<file path="config.mk">
export PLATFORM = sky130hd
export DESIGN_NAME = escape_sequence_decoder_unit
export DESIGN_NICKNAME = d
export VERILOG_FILES = /design/src/design/escd_pkg.sv /design/src/design/escape_sequence_decoder_unit.sv /design/src/design/escd_decode.sv
export SDC_FILE = /design/constraint.sdc
export NUM_CORES = 1
export LEC_CHECK = 0
export BUFFER_PORTS_ARGS = -buffer_cell sky130_fd_sc_hd__buf_2
export CORE_MARGIN = 1.5
export CORE_UTILIZATION = 63
export DETAILED_ROUTE_END_ITERATION = 6
export GPL_ROUTABILITY_DRIVEN = 0
export GPL_TIMING_DRIVEN = 0
export HOLD_SLACK_MARGIN = 0.15
export MAX_ROUTING_LAYER = met4
export PLACE_DENSITY = 0.82
export SYNTH_ARGS = -nofsm -noshare
export SYNTH_HDL_FRONTEND = slang
export SYNTH_SLANG_ARGS = --single-unit
</file>
<file path="constraint.sdc">
create_clock -name i_clk -period 5.9 [get_ports i_clk]
set_clock_uncertainty 0.2 [all_clocks]
set_input_delay 1.18 -clock i_clk [delete_from_list [all_inputs] [get_ports i_clk]]
set_output_delay 1.18 -clock i_clk [all_outputs]
set_load 0.01 [all_outputs]
</file>
<file path="src/design/escd_pkg.sv">
// ----------------------------------------------------------------------------
// escd_pkg
// Shared types, character constants and the hex digit helper for the
// escape sequence decoder.
// ----------------------------------------------------------------------------
package escd_pkg;

    localparam logic [7:0] CH_BSLASH = 8'h5C;
    localparam logic [7:0] CH_QUOTE  = 8'h22;
    localparam logic [7:0] CH_N      = 8'h6E;
    localparam logic [7:0] CH_R      = 8'h72;
    localparam logic [7:0] CH_T      = 8'h74;
    localparam logic [7:0] CH_X      = 8'h78;
    localparam logic [7:0] CH_LF     = 8'h0A;
    localparam logic [7:0] CH_CR     = 8'h0D;
    localparam logic [7:0] CH_TAB    = 8'h09;

    localparam int unsigned MAX_RESULTS = 3;

    typedef enum logic [1:0] {
        MODE_PLAIN = 2'd0,
        MODE_ESC   = 2'd1,
        MODE_HEX1  = 2'd2,
        MODE_HEX2  = 2'd3
    } t_mode;

    typedef struct packed {
        logic [1:0]       count;
        logic [2:0][7:0]  bytes;
        logic             bad;
    } t_results;

    typedef struct packed {
        t_mode      mode;
        logic       load_hi;
        logic [3:0] hi;
        logic       hi_bad;
    } t_next_state;

    // returns {bad, value}
    function automatic logic [4:0] hex_value(input logic [7:0] c);
        logic [7:0] d;
        d = 8'd0;
        if (c >= 8'h30 && c <= 8'h39) begin
            d = c - 8'h30;
            return {1'b0, d[3:0]};
        end else if (c >= 8'h61 && c <= 8'h66) begin
            d = c - 8'h57;
            return {1'b0, d[3:0]};
        end else if (c >= 8'h41 && c <= 8'h46) begin
            d = c - 8'h37;
            return {1'b0, d[3:0]};
        end
        return 5'b1_0000;
    endfunction

endpackage

</file>
<file path="src/design/escape_sequence_decoder_unit.sv">
// ----------------------------------------------------------------------------
// escape_sequence_decoder_unit
// Decodes a C-style escaped byte stream (\" \n \r \t \xHH) into raw bytes.
// ----------------------------------------------------------------------------
// One input byte is decoded per cycle, unless o_stall holds it, into a result
// buffer of up to three bytes, which drains one byte per cycle while i_stall
// is low. Items with at most one result sustain one byte per cycle unless the
// sink stalls; an item that produces two or three bytes (an unknown escape or
// an escape cut short by the end of the string) holds the input side while the
// buffer drains. out_last marks the final byte of each input transaction.
module escape_sequence_decoder_unit (
    input  logic       i_clk,
    input  logic       i_rst_n,
    input  logic       i_valid,
    output logic       o_stall,
    input  logic [7:0] i_in_byte,
    input  logic       i_in_end,
    output logic       o_valid,
    input  logic       i_stall,
    output logic [7:0] o_out_byte,
    output logic       o_out_last,
    output logic       o_bad_hex
);
    import escd_pkg::*;

    t_mode            r_mode;
    logic [3:0]       r_hi;
    logic             r_hi_bad;
    logic [1:0]       r_cnt;
    logic [2:0][7:0]  r_bytes;
    logic [2:0]       r_bad;

    t_next_state      dec_next;
    t_results         dec_res;
    logic             in_accept;
    logic             out_pop;

    escd_decode u_decode (
        .i_mode    (r_mode),
        .i_hi      (r_hi),
        .i_hi_bad  (r_hi_bad),
        .i_in_byte (i_in_byte),
        .i_in_end  (i_in_end),
        .o_next    (dec_next),
        .o_res     (dec_res)
    );

    assign o_valid    = (r_cnt != 2'd0);
    assign out_pop    = o_valid && !i_stall;
    assign o_stall    = (r_cnt > 2'd1) || (r_cnt == 2'd1 && i_stall);
    assign in_accept  = i_valid && !o_stall;
    assign o_out_byte = r_bytes[0];
    assign o_out_last = (r_cnt == 2'd1);
    assign o_bad_hex  = r_bad[0];

    always_ff @(posedge i_clk) begin
        if (!i_rst_n) begin
            r_mode   <= MODE_PLAIN;
            r_hi     <= 4'd0;
            r_hi_bad <= 1'b0;
        end else if (in_accept) begin
            r_mode <= dec_next.mode;
            if (dec_next.load_hi) begin
                r_hi     <= dec_next.hi;
                r_hi_bad <= dec_next.hi_bad;
            end
        end
    end

    // result buffer, entry 0 is presented on the output
    always_ff @(posedge i_clk) begin
        if (!i_rst_n) begin
            r_cnt <= 2'd0;
        end else if (in_accept) begin
            r_cnt <= dec_res.count;
        end else if (out_pop) begin
            r_cnt <= r_cnt - 2'd1;
        end
    end

    always_ff @(posedge i_clk) begin
        if (in_accept) begin
            r_bytes <= dec_res.bytes;
            r_bad   <= {2'b00, dec_res.bad};
        end else if (out_pop) begin
            r_bytes <= {8'd0, r_bytes[2], r_bytes[1]};
            r_bad   <= {1'b0, r_bad[2], r_bad[1]};
        end
    end

endmodule

</file>
<file path="src/design/escd_decode.sv">
// ----------------------------------------------------------------------------
// escd_decode
// Combinational decode of one input byte against the current escape mode:
// next mode and the zero to three result bytes it produces.
// ----------------------------------------------------------------------------
module escd_decode (
    input  escd_pkg::t_mode       i_mode,
    input  logic [3:0]            i_hi,
    input  logic                  i_hi_bad,
    input  logic [7:0]            i_in_byte,
    input  logic                  i_in_end,
    output escd_pkg::t_next_state o_next,
    output escd_pkg::t_results    o_res
);
    import escd_pkg::*;

    logic [4:0] hex;

    assign hex = hex_value(i_in_byte);

    // next state
    always_comb begin
        o_next.mode    = MODE_PLAIN;
        o_next.load_hi = 1'b0;
        o_next.hi      = hex[3:0];
        o_next.hi_bad  = hex[4];
        unique case (i_mode)
            MODE_PLAIN: begin
                if (i_in_byte == CH_BSLASH && !i_in_end) begin
                    o_next.mode = MODE_ESC;
                end
            end
            MODE_ESC: begin
                if (i_in_byte == CH_X && !i_in_end) begin
                    o_next.mode = MODE_HEX1;
                end else if (i_in_byte == CH_BSLASH && !i_in_end) begin
                    o_next.mode = MODE_ESC;
                end
            end
            MODE_HEX1: begin
                o_next.load_hi = 1'b1;
                if (!i_in_end) begin
                    o_next.mode = MODE_HEX2;
                end
            end
            MODE_HEX2: begin
                o_next.mode = MODE_PLAIN;
            end
            default: begin
                o_next.mode = MODE_PLAIN;
            end
        endcase
    end

    // results
    always_comb begin
        o_res.count = 2'd0;
        o_res.bytes = '0;
        o_res.bad   = 1'b0;
        unique case (i_mode)
            MODE_PLAIN: begin
                if (!(i_in_byte == CH_BSLASH && !i_in_end)) begin
                    o_res.count    = 2'd1;
                    o_res.bytes[0] = i_in_byte;
                end
            end
            MODE_ESC: begin
                priority if (i_in_byte == CH_QUOTE) begin
                    o_res.count    = 2'd1;
                    o_res.bytes[0] = CH_QUOTE;
                end else if (i_in_byte == CH_N) begin
                    o_res.count    = 2'd1;
                    o_res.bytes[0] = CH_LF;
                end else if (i_in_byte == CH_R) begin
                    o_res.count    = 2'd1;
                    o_res.bytes[0] = CH_CR;
                end else if (i_in_byte == CH_T) begin
                    o_res.count    = 2'd1;
                    o_res.bytes[0] = CH_TAB;
                end else if (i_in_byte == CH_X) begin
                    if (i_in_end) begin
                        o_res.count    = 2'd2;
                        o_res.bytes[0] = CH_BSLASH;
                        o_res.bytes[1] = CH_X;
                    end
                end else if (i_in_byte == CH_BSLASH && !i_in_end) begin
                    o_res.count    = 2'd1;
                    o_res.bytes[0] = CH_BSLASH;
                end else begin
                    o_res.count    = 2'd2;
                    o_res.bytes[0] = CH_BSLASH;
                    o_res.bytes[1] = i_in_byte;
                end
            end
            MODE_HEX1: begin
                if (i_in_end) begin
                    o_res.count    = 2'd3;
                    o_res.bytes[0] = CH_BSLASH;
                    o_res.bytes[1] = CH_X;
                    o_res.bytes[2] = i_in_byte;
                end
            end
            MODE_HEX2: begin
                o_res.count    = 2'd1;
                o_res.bytes[0] = {i_hi, hex[3:0]};
                o_res.bad      = hex[4] | i_hi_bad;
            end
            default: begin
                o_res.count = 2'd0;
            end
        endcase
    end

endmodule

</file>
==> impl_metrics.toml <==
[worst_setup_path]
setup.worst_path.end_class = "register"
reg2reg_capture_point = "o_out_byte[2]$_DFFE_PP_"
timing.critical_path.mode_cell = "sky130_fd_sc_hd__o21ai_1"
critical_path_peak_fanout = 7
timing.critical_path.cells = "buf_2 > inv_1 > ha_1 > nor4bb_1 > o21ai_1 > a31o_2 > a21boi_1 > o21ai_1"
critPathRequiredTime_ns = 5.80
worstSetupPathType = "input pin to register"
worst-endpoint-arrival_ns = 3.17
critPathSlowestCell = "sky130_fd_sc_hd__nor4bb_1"
reg2regPathDepth = 8
timing.rr.start = "r_cnt[1]$_SDFFE_PN0P_"
slowest_delay_ns = 0.48
r2r_slack_ns = 3.24
setup.worst_path.start_class = "input pin"

[clocking]
tritoncts.num_buffers = 5
ctsHtreeMaxLevel = 2
cts_hold_buf = 0
cts_buffer_depth = 2
clk_sinks = 34
clkTransAtPathRegs_ns = 0.11
postCtsSetupBuffers = 0
clockRootBuffer = "sky130_fd_sc_hd__clkbuf_4"
tritoncts = "done"
postCtsResizedCells = 0
clk-insertion-delay-late_ns = 0.34

[final_layout]
num-nets-final = 290
area_growth_syn_to_layout_pct = 10.7
drive_above_1_share_pct = 18.7
final_area_um2 = 2440
fillers = 278
antenna_fix_cells = 0

[synth]
yosys-top-cells-area = "sky130_fd_sc_hd__edfxtp_1 34%, sky130_fd_sc_hd__dfxtp_1 8.2%, sky130_fd_sc_hd__ha_1 6.2%"
post_synth_most_frequent_cells = "25 x sky130_fd_sc_hd__edfxtp_1, 23 x sky130_fd_sc_hd__nand2_1, 18 x sky130_fd_sc_hd__a21oi_1, 13 x sky130_fd_sc_hd__nor2_1, 12 x sky130_fd_sc_hd__inv_1"
synthDistinctLibCells = 54
syn-num-nets = 260
syn-instance-count = 236
synth_top_area_cell = "sky130_fd_sc_hd__edfxtp_1"
synthesis.area_per_instance_um2 = 9.34
synth_edf_count = 25
synth_seq_area_share_pct = 42.2
ys.warnings.count = 0
asyncSetResetFlopFracSynth_pct = 0
synth.cell_area_um2 = 2200
postSynthRegisterBits = 34
synth_ff_type = "sky130_fd_sc_hd__edfxtp_1"
synthDominantCellAreaShare_pct = 34.1
yosysMostFrequentCell = "sky130_fd_sc_hd__edfxtp_1"

[timing]
slew_headroom_pct = 26.3
actual_transition_at_the_worst_max_transition_pin_ns = 1.11
slew_viol_final = 0
setup_total_negative_slack_ns = 0
final_min_period_over_clock_period_pct = 55.5
timing.final.setup_violations = 0
finalHoldViolCount = 0
rsz0062_at_grt = "no"
finalWorstPathRequiredPeriod_ns = 3.28
fmaxAchievable_ghz = 0.305
timing.final.ws_setup_ns = 2.62

[floorplanning]
floorplan.core_area_um2 = 3340
floorplan.die_area_um2 = 3860
core.rowCount = 21
die_width_um = 62.1
initial_utilization_pct = 66.0
ioPinCount = 25
dieHeight_um = 62.1

[routing]
drt-total-wl_um = 5330
avgRoutedWirePerCell_um = 17.0
drc = 0
drt_pass_1_iters = 5
routed-via-count = 2006
vias_per_cell = 6.41
ant_nets = 0
detail_route.iter0.violations = 192

[pwr]
power.share.sequential_pct = 48.1
power.ir.vdd_worst_uv = 178
power.static_leakage_nw = 0.959
cellPowerDensity_nw_per_um2 = 302
netSwitchingPower_mw = 0.250
p_int_mw = 0.488
total_power_mw = 0.738
power_switching_share_pct = 33.9
pwr-share-clk_pct = 18.9
pwr-share-comb_pct = 33.0

[placement]
dpl_worst_slack_ns = 2.29
placedInstanceArea_um2 = 2380
dpl.hpwl_um = 3940
buffer_ports.inserted = 23

[hold_path]
timing.hold.worst_endpoint = "r_hi[0]$_SDFFE_PN0P_"
hold_path.class = "register to register"
hold_depth = 2
min-delay-start = "r_hi[0]$_SDFFE_PN0P_"

[status]
outcome = "complete, no violations"

[global_routing]
grt_antenna_before_repair = 0
largest_net_degree_at_the_start_of_global_routing = 29
grt_pass1_wl_um = 8850
globalRoute.totalOverflow = 0
first_global_vias = 1800
global_route.usage.total_pct = 30.0

[run]
maxCapViolCount = 0
==> registers in the layout (all words and copies together), names as in the netlist <==
register,flops
r_bytes,16
o_out_byte,8
r_hi,4
r_cnt,2
r_mode,2
r_bad,1
r_hi_bad,1
==> through the flow <==
step,std cells,util (%),hold WS [ns]
6_report,313,73.1,0.264
5_1_grt,313,73.1,0.297
4_1_cts,313,73.1,0.267
3_5_place_dp,305,71.2,0.252
3_3_place_gp,305,71.2,0.242
2_1_floorplan,236,-,0.230
==> how the worst max path moves through the flow <==
stage                 start               endpoint
2_1_floorplan  i_in_byte[0]  r_bytes[13]$_DFFE_PP_
3_3_place_gp   i_in_byte[0]  r_bytes[12]$_DFFE_PP_
3_5_place_dp   i_in_byte[0]  r_bytes[14]$_DFFE_PP_
4_1_cts        i_in_byte[0]  r_bytes[14]$_DFFE_PP_
5_1_grt        i_in_byte[0]  r_bytes[14]$_DFFE_PP_
6_report       i_in_byte[0]  r_bytes[14]$_DFFE_PP_
==> power groups by stage <==
stage               Combinational, mW  Clock, mW  Sequential [mW]
finish                          0.244      0.139            0.355
global route                    0.266      0.150            0.360
CTS                             0.240      0.139            0.354
detailed placement              0.240          0            0.360
global placement                0.235          0            0.357
floorplan                       0.165          0            0.354
==> cells by family (layout without fill, tap and decap cells) <==
family | Yosys count | in the layout | synth area share, %
DFF | 34 | 34 | 42.2
adders and majority gates | 11 | 11 | 6.25
xor gates and xnor gates | 1 | 1 | 0.398
and+or+nand+nor | 82 | 82 | 20.2
muxes | 4 | 4 | 1.87
AOI/OAI and AO/OA | 69 | 69 | 21.4
buffers and inverters | 35 | 66 | 7.67
==> final cells by class <==
class / instances / area, µm² / area share (%)
Multi-Input combinational cell: 167 / 1100 / 45.2
Sequential cell: 34 / 931 / 38.2
Buffer: 23 / 124 / 5.08
Timing Repair Buffer: 23 / 115 / 4.72
Tap cell: 46 / 57.6 / 2.36
Clock buffer: 6 / 51.3 / 2.10
Inverter: 12 / 45.0 / 1.85
Clock inverter: 2 / 12.5 / 0.513
==> per-layer routing <==
metal | share of wire (%) | up-vias | wire, µm | GRT usage (%)
met2 | 44 | 134 | 2350 | 44.3
met4 | 3.2 | 0 | 169 | 11.9
met1 | 42 | 918 | 2260 | 40.2
met3 | 10 | 28 | 544 | 7.07
met5 | 0 | - | 0 | -
li1 | - | 926 | - | -
==> layout by cell type (no fill, tap or decap), drive strengths merged, types with 2 or more instances in the layout <==
| cell type | Yosys | routed |
|---|---|---|
| a21boi | 6 | 6 |
| a21o | 2 | 2 |
| a21oi | 18 | 18 |
| a31o | 2 | 2 |
| a31oi | 4 | 4 |
| a32o | 2 | 2 |
| and2 | 5 | 5 |
| and3 | 9 | 9 |
| buf | 12 | 35 |
| clkbuf | 11 | 17 |
| dfxtp | 9 | 9 |
| edfxtp | 25 | 25 |
| ha | 11 | 11 |
| inv | 12 | 12 |
| mux2i | 3 | 3 |
| nand2 | 23 | 23 |
| nand3 | 6 | 6 |
| nand3b | 2 | 2 |
| nand4 | 4 | 4 |
| nand4b | 2 | 2 |
| nor2 | 13 | 13 |
| nor2b | 2 | 2 |
| nor3 | 8 | 8 |
| o211ai | 5 | 5 |
| o21ai | 13 | 13 |
| o22ai | 4 | 4 |
| or3 | 2 | 2 |
==> worst max-delay path: cells and delay by family <==
kind,cells,cell delay [ns]
buf+inv,2,0.28
fa+ha+maj,1,0.19
compound gates,4,1.04
simple gates,1,0.48
Note: power is estimated with default switching activity, not from simulation.
